==> src/rtl/yrgbe_pkg.sv <==
// shared types, constants and chroma code tables for the yuv420 to rgb block
// depends on nothing; imported by every module of the block
package yrgbe_pkg;

    localparam int MAX_WIDTH_DEF = 512;
    localparam int LW_BITS       = 10;
    localparam logic [LW_BITS-1:0] LW_RESET = 10'd512;
    localparam int ACC_BITS      = 42;
    localparam int FIFO_DEPTH    = 4;

    // q12 coefficients, rounded
    localparam logic signed [35:0] K_RV = 36'sd4669;
    localparam logic signed [35:0] K_GU = -36'sd1618;
    localparam logic signed [35:0] K_GV = -36'sd2380;
    localparam logic signed [35:0] K_BU = 36'sd8323;

    typedef logic [255:0][19:0] t_u_tab;
    typedef logic [255:0][20:0] t_v_tab;

    // one pixel handed from front to back
    typedef struct packed {
        logic [7:0]  luma;
        logic [15:0] chroma;    // u code in the upper byte, v code in the lower
        logic [7:0]  orig_red;
        logic [7:0]  orig_green;
        logic [7:0]  orig_blue;
        logic        kept;
        logic        frame_end;
    } t_item;

    // u code 0..255 to q12 in -111..111
    function automatic t_u_tab build_u_tab();
        t_u_tab tab;
        int     n;
        for (int i = 0; i < 256; i++) begin
            n = (i * 222 * 4096 + 127) / 255 - 111 * 4096;
            tab[i] = 20'(n);
        end
        return tab;
    endfunction

    // v code 0..255 to q12 in -157..157
    function automatic t_v_tab build_v_tab();
        t_v_tab tab;
        int     n;
        for (int i = 0; i < 256; i++) begin
            n = (i * 314 * 4096 + 127) / 255 - 157 * 4096;
            tab[i] = 21'(n);
        end
        return tab;
    endfunction

    localparam t_u_tab U_TAB = build_u_tab();
    localparam t_v_tab V_TAB = build_v_tab();

endpackage

==> src/rtl/yrgbe_fifo.sv <==
// short queue between the front end and the conversion pipeline
// depends on yrgbe_pkg
module yrgbe_fifo import yrgbe_pkg::*; (
    input  logic  i_clk,
    input  logic  i_rst_n,
    input  logic  i_push_valid,
    output logic  o_push_ready,
    input  t_item i_push_item,
    output logic  o_pop_valid,
    input  logic  i_pop_ready,
    output t_item o_pop_item
);

    localparam int PW = $clog2(FIFO_DEPTH);

    t_item           r_mem [FIFO_DEPTH];
    logic [PW-1:0]   r_wp, r_rp;
    logic [PW:0]     r_cnt;
    logic            push, pop;

    assign o_push_ready = (r_cnt != (PW+1)'(FIFO_DEPTH));
    assign o_pop_valid  = (r_cnt != '0);
    assign push         = i_push_valid && o_push_ready;
    assign pop          = o_pop_valid && i_pop_ready;
    assign o_pop_item   = r_mem[r_rp];

    always_ff @(posedge i_clk) begin
        if (!i_rst_n) begin
            r_wp  <= '0;
            r_rp  <= '0;
            r_cnt <= '0;
        end else begin
            if (push) begin
                r_wp <= r_wp + PW'(1);
            end
            if (pop) begin
                r_rp <= r_rp + PW'(1);
            end
            if (push && !pop) begin
                r_cnt <= r_cnt + (PW+1)'(1);
            end else if (pop && !push) begin
                r_cnt <= r_cnt - (PW+1)'(1);
            end
        end
    end

    always_ff @(posedge i_clk) begin
        if (push) begin
            r_mem[r_wp] <= i_push_item;
        end
    end

endmodule

==> config.mk <==
export PLATFORM = sky130hd
export DESIGN_NAME = yrgbe_fifo
export DESIGN_NICKNAME = d
export VERILOG_FILES = /design/src/rtl/yrgbe_pkg.sv /design/src/rtl/yrgbe_fifo.sv
export SDC_FILE = /design/constraint.sdc
export NUM_CORES = 1
export LEC_CHECK = 0
export ABC_CLOCK_PERIOD_IN_PS = 4000
export BUFFER_PORTS_ARGS = -buffer_cell sky130_fd_sc_hd__buf_2
export CORE_MARGIN = 2
export CORE_UTILIZATION = 35
export CTS_CLUSTER_DIAMETER = 30
export DETAILED_ROUTE_END_ITERATION = 8
export SYNTH_ARGS = -nofsm -noshare
export SYNTH_HDL_FRONTEND = slang
export SYNTH_SLANG_ARGS = --single-unit
==> constraint.sdc <==
create_clock -name i_clk -period 4 [get_ports i_clk]
set_clock_uncertainty 0.05 [all_clocks]
set_input_delay 1.2 -clock i_clk [delete_from_list [all_inputs] [get_ports i_clk]]
set_output_delay 1.2 -clock i_clk [all_outputs]
set_load 0.02 [all_outputs]
==> summary.txt <==
Timing
  – Final Hold Violating Endpoints: 0
  – Fmax: 302.4 MHz
  – RSZ-0062 raised after global routing: no
  – Total negative setup slack: 0 ns
  – Final setup viols: 0
  – Final min period: 3.307 ns
  – Tcrit/Tclk final: 0.8267
  – Pin slew with the least headroom to its limit: 0.6389 ns
  – Relative max-transition margin: 0.5741
  – Max-slew violation count: 0

Worst setup path
  – R2r worst-path depth: 8
  – CP Launch Type: flop
  – Largest stage delay on the critical path: 0.60 ns
  – Buf/Inv on CP: 2
  – WP data arrival: 2.06 ns
  – Crit. End Element: output port
  – Critical Path Stages: 3
  – Cells along the critical path: buf_4 > mux4_2 > buf_2
  – Critical path fanouts, max: 22
  – Worst R2R Setup Slack: 1.60 ns
  – Crit Path Class: flop to output port
  – Delay-heaviest family, CP: multiplexers
  – Worst Path Required: 2.75 ns
  – Slowest cell on crit path: mux4_2

Synthesis
  – Cells after Synth: 310
  – Post-Syn Area: 7767 µm²
  – Mapped Nets: 370
  – Seq cells post-synth: 209
  – Avg Cell Area, Syn: 25.06 µm²
  – Yosys top cell area share: 0.7732
  – Cell variety after synth: 24
  – Yosys warning total: 0
  – Sequential area share after synthesis: 0.7964
  – Cell accounting for the most synthesized area: edfxtp_1
  – Leading post-synthesis cells by cell area: edfxtp_1 77%, mux4_2 14%, dfxtp_1 2.3%, buf_12 1.3%, ha_1 0.81%

Routing
  – Drt wl/cell: 19.09 µm
  – Via density: 4.716
  – DR iter-0 viols: 244
  – Final wirelength: 14740 µm
  – Drt pass-1 iters: 4
  – Via count: 3641
  – Detail Route Antenna Nets: 0
  – DR DRC count: 0

Clock network
  – TritonCTS Sinks: 209
  – CTS tree: yes
  – Clock root cell: clkbuf_16
  – Worst skew pair latency: 0.50 ns
  – CTS buffer count: 44
  – Max Buffers Root-to-Sink: 3
  – Worst-path clk slew: 0.04 ns
  – Postcts setup bufs: 0
  – Depth of the CTS H-tree: 2
  – Post-CTS Resized: 0
  – Hold buffer count at cts: 0

Finish
  – Design Area, Final: 10140 µm²
  – Area grow syn2layout: 30.53%
  – Utilization after layout: 0.4646
  – Filler cells: 1816
  – Fin nets: 518
  – Reg area: 6191 µm²
  – ANT cells: 0
  – Multi-input logic area: 1431 µm²
  – Share of cells above drive strength 1: 0.5000

Placement
  – Hpwl dp: 8540 µm
  – Placer's final routability congestion estimate: 0.6363
  – Placed cell areas: 8647 µm²
  – Port bufs: 105

Hold path
  – Hold Crit Class: flop to flop
  – Hold path depth: 2

GRT
  – Largest net degree at the start of global routing: 31
  – Antenna violations before repair: 0
  – First-pass GRT wire length: 23550 µm
  – Gr usage total: 0.1305
  – Number of global-route vias before repair: 4180
  – Global route overflow: 0

Die
  – Die H: 153.0 µm
  – Die X: 153.0 µm
  – Row cnt: 54
  – Core footprint: 21820 µm²
  – Boundary Pins: 106
  – Initial core utilization: 0.3559
  – Die area: 23400 µm²

Job
  – Max-cap viol count: 0

Status
  – Outcome: finished, final reports clean

Pwr
  – Pwr Density: 775.5 nW/µm²
  – Max VDD drop: 397.2 µV
  – LEAKAGE: 3.490 nW
path summary, 6_finish.rpt:
check | end | start
worst max-delay path | o_pop_item[38] | flop
worst min-delay path | r_wp[1] | r_wp[1]
worst max register to register | r_cnt[2] | r_cnt[1]
worst min register to register | r_wp[1] | r_wp[1]
flip-flops by register name, indices dropped and copies added (netlist names), named ones only:
| register | count |
|---|---|
| r_cnt | 3 |
| r_rp | 2 |
| r_wp | 2 |
| r_mem | 200 |
stage by stage:
step | power (mW) | cells | hold slack, ns | setup slack [ns]
3_3_place_gp | 4.375 | 692 | 0.4309 | 1.040
6_report | 7.862 | 772 | 0.4505 | 0.6933
4_1_cts | 7.985 | 772 | 0.4526 | 0.6216
3_5_place_dp | 4.412 | 692 | 0.4443 | 0.9131
5_1_grt | 8.196 | 772 | 0.4907 | 0.5729
2_1_floorplan | 3.964 | 310 | 0.4177 | 0.8242
Yosys cell counts (all sizes together):
cell type  count
a21boi         2
and2           8
buf           12
clkbuf         1
dfxtp          9
edfxtp       200
fa             1
ha             5
inv            3
mux2i          3
mux4          50
nand2          5
nor2           1
nor2b          1
o21ai          1
o311ai         1
o31ai          1
or3            2
xnor2          3
xor2           1
kinds of logic after synthesis:
logic type	synth area share
XOR/XNOR	0.004511
buffers and inverters	0.01997
AND/OR/NAND/NOR	0.01176
flip-flops	0.7964
AO/OA/AOI/OAI	0.007893
adder cells (fa/ha/maj)	0.01063
multiplexers	0.1488
metal layers:
layer	GRT usage	vias up	routed length, µm
met3	0.04281	35	920
met5	0	-	0
li1	-	1633	-
met4	0.04541	0	357
met2	0.2138	115	7272
met1	0.1642	1858	6192
power by group:
group / internal [mW] / switching, mW / leakage, nW
sequential: 2.67 / 0.0786 / 1.91
clock: 2.41 / 1.12 / 0.703
combinational: 0.679 / 0.901 / 0.880
cells in the final DEF, fill, tap and decap left out, drive strengths merged, types with 2 or more instances in the layout:
master,n
nand2,5
edfxtp,200
dfxtp,9
clkinv,15
mux4,50
clkbuf,49
and2,8
ha,5
a21boi,2
xnor2,3
buf,115
clkinvlp,8
mux2i,3
bufinv,5
inv,6
or3,2
worst reg2reg max path, delay by kind of cell (launching register included):
kind / cells / cell delay, ns
fa+ha+maj: 2 / 0.62
compound gates: 2 / 0.51
flops: 1 / 0.49
simple gates: 2 / 0.42
xor+xnor: 1 / 0.18
buf+inv: 1 / 0.06
layout make-up:
class,instances,share of cell area
repair buffers,115,0.06541
clock inverters,31,0.03258
well taps,280,0.03456
multi-input cells,85,0.1412
flip-flops and latches,209,0.6106
inverters,3,0.001111
clock buffers,49,0.1145
Note: power is estimated with default switching activity, not from simulation.
