===== config.mk =====
export PLATFORM = sky130hd
export DESIGN_NAME = yrgbe_front
export DESIGN_NICKNAME = d
export VERILOG_FILES = /design/src/rtl/yrgbe_pkg.sv /design/src/rtl/yrgbe_front.sv
export SDC_FILE = /design/constraint.sdc
export NUM_CORES = 2
export LEC_CHECK = 0
export BUFFER_PORTS_ARGS = -buffer_cell sky130_fd_sc_hd__buf_2
export CAP_MARGIN = 20
export CORE_UTILIZATION = 50
export DETAILED_ROUTE_END_ITERATION = 6
export PLACE_DENSITY_LB_ADDON = 0.25
export SLEW_MARGIN = 20
export SYNTH_ARGS = -nofsm -noshare
export SYNTH_HDL_FRONTEND = slang
export SYNTH_SLANG_ARGS = --single-unit

===== constraint.sdc =====
create_clock -name i_clk -period 6.2 [get_ports i_clk]
set_clock_uncertainty 0.2 [all_clocks]
set_input_delay 0.31 -clock i_clk [delete_from_list [all_inputs] [get_ports i_clk]]
set_output_delay 0.31 -clock i_clk [all_outputs]
set_load 0.02 [all_outputs]

===== src/rtl/yrgbe_pkg.sv =====
// shared types, constants and chroma code tables for the yuv420 to rgb block
// depends on nothing; imported by every module of the block
package yrgbe_pkg;

    localparam int MAX_WIDTH_DEF = 512;
    localparam int LW_BITS       = 10;
    localparam logic [LW_BITS-1:0] LW_RESET = 10'd512;
    localparam int ACC_BITS      = 42;
    localparam int FIFO_DEPTH    = 4;

    // q12 coefficients, rounded
    localparam logic signed [35:0] K_RV = 36'sd4669;
    localparam logic signed [35:0] K_GU = -36'sd1618;
    localparam logic signed [35:0] K_GV = -36'sd2380;
    localparam logic signed [35:0] K_BU = 36'sd8323;

    typedef logic [255:0][19:0] t_u_tab;
    typedef logic [255:0][20:0] t_v_tab;

    // one pixel handed from front to back
    typedef struct packed {
        logic [7:0]  luma;
        logic [15:0] chroma;    // u code in the upper byte, v code in the lower
        logic [7:0]  orig_red;
        logic [7:0]  orig_green;
        logic [7:0]  orig_blue;
        logic        kept;
        logic        frame_end;
    } t_item;

    // u code 0..255 to q12 in -111..111
    function automatic t_u_tab build_u_tab();
        t_u_tab tab;
        int     n;
        for (int i = 0; i < 256; i++) begin
            n = (i * 222 * 4096 + 127) / 255 - 111 * 4096;
            tab[i] = 20'(n);
        end
        return tab;
    endfunction

    // v code 0..255 to q12 in -157..157
    function automatic t_v_tab build_v_tab();
        t_v_tab tab;
        int     n;
        for (int i = 0; i < 256; i++) begin
            n = (i * 314 * 4096 + 127) / 255 - 157 * 4096;
            tab[i] = 21'(n);
        end
        return tab;
    endfunction

    localparam t_u_tab U_TAB = build_u_tab();
    localparam t_v_tab V_TAB = build_v_tab();

endpackage


===== src/rtl/yrgbe_front.sv =====
// front end: row/column tracking, 4:2:0 chroma selection and the half-line store
// depends on yrgbe_pkg
module yrgbe_front import yrgbe_pkg::*; #(
    parameter int MAX_WIDTH = MAX_WIDTH_DEF
) (
    input  logic               i_clk,
    input  logic               i_rst_n,
    input  logic               i_cfg_we,
    input  logic [LW_BITS-1:0] i_cfg_wdata,
    input  logic               i_in_valid,
    output logic               o_in_ready,
    input  logic [7:0]         i_luma,
    input  logic [7:0]         i_u_code,
    input  logic [7:0]         i_v_code,
    input  logic [7:0]         i_orig_red,
    input  logic [7:0]         i_orig_green,
    input  logic [7:0]         i_orig_blue,
    input  logic               i_frame_end,
    output logic               o_push_valid,
    input  logic               i_push_ready,
    output t_item              o_push_item
);

    localparam int HALF  = MAX_WIDTH / 2;
    localparam int COLW  = $clog2(MAX_WIDTH);
    localparam int SLOTW = (HALF > 1) ? $clog2(HALF) : 1;
    localparam int CW0   = $clog2(MAX_WIDTH + 1);
    localparam int CW    = (CW0 > LW_BITS) ? CW0 : LW_BITS;
    localparam logic [CW-1:0] TOP = CW'(MAX_WIDTH - (MAX_WIDTH % 2));
    localparam logic [CW-1:0] MIN_W = CW'(2);

    logic [LW_BITS-1:0] r_lw;
    logic [COLW-1:0]    r_col, n_col;
    logic               r_odd, n_odd;
    logic [15:0]        r_held;
    logic [15:0]        r_line [HALF];
    logic [15:0]        r_rdata;
    logic               r_s1_valid;
    logic               r_s1_use_mem;
    t_item              r_s1_item;

    logic               in_fire;
    logic               push;
    logic [CW-1:0]      w_raw;
    logic [CW-1:0]      width;
    logic [CW-1:0]      col_inc;
    logic [SLOTW-1:0]   slot;
    logic [15:0]        codes;
    logic               keep;

    assign o_in_ready = !r_s1_valid || i_push_ready;
    assign in_fire    = i_in_valid && o_in_ready;
    assign push       = r_s1_valid && i_push_ready;

    assign codes = {i_u_code, i_v_code};
    assign slot  = SLOTW'(r_col >> 1);
    assign keep  = !r_odd && !r_col[0];

    always_comb begin
        w_raw = CW'({r_lw[LW_BITS-1:1], 1'b0});
        if (w_raw < MIN_W) begin
            width = MIN_W;
        end else if (w_raw > TOP) begin
            width = TOP;
        end else begin
            width = w_raw;
        end
    end

    assign col_inc = CW'(r_col) + CW'(1);

    always_comb begin
        n_col = r_col;
        n_odd = r_odd;
        if (in_fire) begin
            if (i_frame_end) begin
                n_col = '0;
                n_odd = 1'b0;
            end else if (col_inc >= width) begin
                // end of row, also when the width was lowered mid-row
                n_col = '0;
                n_odd = !r_odd;
            end else begin
                n_col = COLW'(col_inc);
            end
        end
    end

    always_ff @(posedge i_clk) begin
        if (!i_rst_n) begin
            r_lw       <= LW_RESET;
            r_col      <= '0;
            r_odd      <= 1'b0;
            r_held     <= '0;
            r_s1_valid <= 1'b0;
        end else begin
            if (i_cfg_we) begin
                r_lw <= i_cfg_wdata;
            end
            r_col <= n_col;
            r_odd <= n_odd;
            if (in_fire && keep) begin
                r_held <= codes;
            end
            if (in_fire) begin
                r_s1_valid <= 1'b1;
            end else if (push) begin
                r_s1_valid <= 1'b0;
            end
        end
    end

    // half-line store: written on even rows, read by the odd row below
    always_ff @(posedge i_clk) begin
        if (in_fire && keep) begin
            r_line[slot] <= codes;
        end
        if (in_fire) begin
            r_rdata <= r_line[slot];
        end
    end

    always_ff @(posedge i_clk) begin
        if (in_fire) begin
            r_s1_use_mem          <= r_odd;
            r_s1_item.luma        <= i_luma;
            r_s1_item.chroma      <= keep ? codes : r_held;
            r_s1_item.orig_red    <= i_orig_red;
            r_s1_item.orig_green  <= i_orig_green;
            r_s1_item.orig_blue   <= i_orig_blue;
            r_s1_item.kept        <= keep;
            r_s1_item.frame_end   <= i_frame_end;
        end
    end

    always_comb begin
        o_push_item = r_s1_item;
        if (r_s1_use_mem) begin
            o_push_item.chroma = r_rdata;
        end
    end

    assign o_push_valid = r_s1_valid;

endmodule


==> impl_metrics.ini <==
[status]
status = finished with violations
violations = DRC

[route]
antenna_left = 0
drtPass1Iterations = 7
drc_errors = 1
routed_via_density = 6.30
wl_microns = 392000
vias = 77000
drt_iter0_drc = 9364
wl_per_cell_microns = 32.1

[power_and_ir_drop]
intPower_w = 0.0459
combPwrFrac_pct = 1.9
power-per-cell-area_mw_per_mm2 = 314
p_leak_nw = 55.5
switchingPower_w = 0.0114
p_clk_share_pct = 43.4
p_seq_share_pct = 54.7
ir_drop_uv = 264
sw_frac_of_total_pct = 19.9

[setup_path]
path_delay_family = compound AO/OA/AOI/OAI gates
worstSetupEndpointType = register
arrival_ns = 5.24
worstSetupPathType = reg2reg
path_buf_inv = 1
crit_chain = buf_4, mux4_2, a22oi_1, a21oi_1, nor4_1, o22ai_1, or2_1
cp-start-kind = register
crit_required_ns = 6.69
r2r_slack_ns = 1.45
timing.rr.start = r_col[1]$_SDFFE_PN0P_
crit_path_max_incr_delay_ns = 1.04
reg2reg_to = r_rdata[4]$_DFFE_PP_
worst-r2r-cell-count = 7
cp_slowest_cell = dfxtp_4
crit_path_max_fanout = 38

[synthesis]
synth_warnings = 0
syn_nets = 7144
ys_seq_area_share_pct = 78.9
ys_ff_latch = 4199
synth_edf_count = 4163
ys_types = 42
synth_top_area_cell = edfxtp_1
async_flop_share_pct = 0
syn_inst = 7070
synth_top_area_share_pct = 78.4
ys.flop_type = edfxtp_1
syn_area_per_cell_sq_um = 22.6
synthTopCellsByArea = edfxtp_1, mux4_2, a22oi_1, a21oi_1, nor2_1
syn_area_sq_mm = 0.159

[floorplan]
dieArea_sq_mm = 0.321
start_util_pct = 50.5
num_rows = 206
die_h_microns = 567
io_pins = 116
coreArea_sq_mm = 0.316
die_w_microns = 567

[placed_design]
finalWeightedCongestion = 0.903
portBuffers = 114
dp_cells = 11300
post-dp-hpwl_microns = 222000

[flow_run]
max-cap-violations = 0

[hold_path]
whs_endpoint = r_odd$_SDFFE_PN0P_
min_path_cells = 4
hp-class = in2reg
min-delay-start = i_frame_end

[sta]
fmax_mhz = 211
setup_violations = 0
hold_viol = 0
rsz0062_at_grt = false
max_slew.worst_pin.slew_ns = 1.33
post-route-min-period_ns = 4.75
drv_slew = 0
fin_tns_setup_ns = 0
relSlewSlack_pct = 11.3
fin_crit_sh_pct = 76.6

[layout]
area_growth_pct = 14.3
layout-drive-gt1-share_pct = 28.0
layout.nets = 7786
final_common_cell = edfxtp_1
final_cell_mix = edfxtp_1, mux4_2, a22oi_1, clkbuf_16, buf_4
instances_no_fill = 12200

[cts]
cts_tree = done
clk_pin_slew_ns = 0.06
clockBufferDepth = 4
cts.sinks = 4199
cts_max_level = 5
numCtsBuffers = 415
post_cts_resized = 0
insertion_delay_ns = 0.97
cts_root_buffer = clkbuf_16

[grt]
grt_pass1_wl_microns = 560000
antenna_found_initial = 12
overflow = 0
grt_max_degree = 184
grt_pass1_vias = 77200
track_usage_pct = 24.2
[worst reg2reg max path: stages, from the launching register on]
cell and delay (ns):
dfxtp_4 1.04, buf_4 0.59, mux4_2 0.57, a22oi_1 0.49, a21oi_1 0.28, nor4_1 0.60, o22ai_1 0.42, or2_1 0.33
[Yosys cell counts, types with 2 or more instances]
cell	instances
buf_2	88
buf_6	22
or2_2	3
dfxtp_1	36
mux2_2	32
nor2_1	267
a21o_1	3
nor2b_1	17
nand2b_1	7
a22oi_1	512
and2_1	6
nand4b_1	2
o22ai_1	32
buf_1	77
xnor2_1	4
or3_1	3
ha_1	10
mux2i_1	8
a32o_1	5
or2_1	16
clkbuf_1	229
a21oi_1	261
xor2_1	3
a21boi_0	21
nand2_1	63
o21ai_0	2
mux4_2	1024
buf_4	51
nand4_1	6
inv_1	3
nand3_1	16
nor3_1	4
nor4_1	66
edfxtp_1	4163
[worst max path at each step]
stage,slack (ns),from,endpoint,depth (start not counted)
2_1_floorplan,2.78,r_col[1]$_SDFFE_PN0P_,r_col[0]$_SDFFE_PN0P_,16
3_3_place_gp,1.19,r_col[1]$_SDFFE_PN0P_,r_rdata[11]$_DFFE_PP_,8
3_5_place_dp,1.19,r_col[1]$_SDFFE_PN0P_,r_rdata[11]$_DFFE_PP_,8
4_1_cts,1.16,r_col[1]$_SDFFE_PN0P_,r_rdata[11]$_DFFE_PP_,8
5_1_grt,1.33,r_col[1]$_SDFFE_PN0P_,r_line[145][6]$_DFFE_PP_,6
6_report,1.45,r_col[1]$_SDFFE_PN0P_,r_rdata[4]$_DFFE_PP_,7
[stage by stage]
stage          util, %  instance area [sq um]  setup slack (ns)  hold WS [ns]  total power, W
3_5_place_dp      53.0                 167000              1.19         0.260          0.0329
6_report          57.6                 182000              1.45         0.145          0.0572
5_1_grt           57.6                 182000              1.33         0.140          0.0587
3_3_place_gp      53.0                 167000              1.19         0.255          0.0329
2_1_floorplan        -                 159000              2.78         0.209          0.0322
4_1_cts           57.6                 182000              1.16        0.0764          0.0576
[power by group through the flow]
stage                     sequential (W)  clock (W)  combinational [W]
after global routing              0.0313     0.0263            0.00118
after floorplan                   0.0319          0           0.000380
after detailed placement          0.0319          0            0.00105
final                             0.0313     0.0249            0.00110
after CTS                         0.0313     0.0252            0.00111
after global placement            0.0319          0            0.00100
[cells by family (layout without fill, tap and decap cells)]
group                      Yosys count  count (layout)  synth area share, %
adders and majority gates           10              10               0.0785
DFF                               4199            4199                 78.9
other                                0               6                    0
and+or+nand+nor                    478             478                 1.35
xor gates and xnor gates             7               7               0.0385
muxes                             1064            1064                 14.7
AOI/OAI and AO/OA                  841             841                 3.53
buffers and inverters              471            1461                 1.40
[flip-flops by register name (all words and copies together) (netlist names)]
| name | cells |
|---|---|
| o_push_item | 34 |
| o_push_valid | 1 |
| r_col | 9 |
| r_held | 16 |
| r_line | 4096 |
| r_lw | 9 |
| r_odd | 1 |
| r_rdata | 16 |
| r_s1_item | 16 |
| r_s1_use_mem | 1 |
[final cells by class]
cell class / instances / area, sq um
multi-input cells: 2400 / 31600
well taps: 4160 / 5200
fillers: 22500 / 134000
diodes: 6 / 15.0
repair buffers: 692 / 6060
clock inverters: 268 / 2740
clock buffers: 497 / 10800
flip-flops and latches: 4199 / 126000
inverters: 4 / 16.3
[repair_timing]
action	CTS	global route
buffers inserted	0	0
hold buffers	123	0
endpoints found under the hold margin	1798	0
[metal layers]
layer	GRT usage [%]	vias up	part of all wire [%]
met5	0.178	-	0.030
met4	7.71	8	3.3
met3	4.40	602	8.5
met2	38.5	3474	48
met1	34.5	41400	40
li1	-	31500	-
Power figures use the tool's default switching activity.
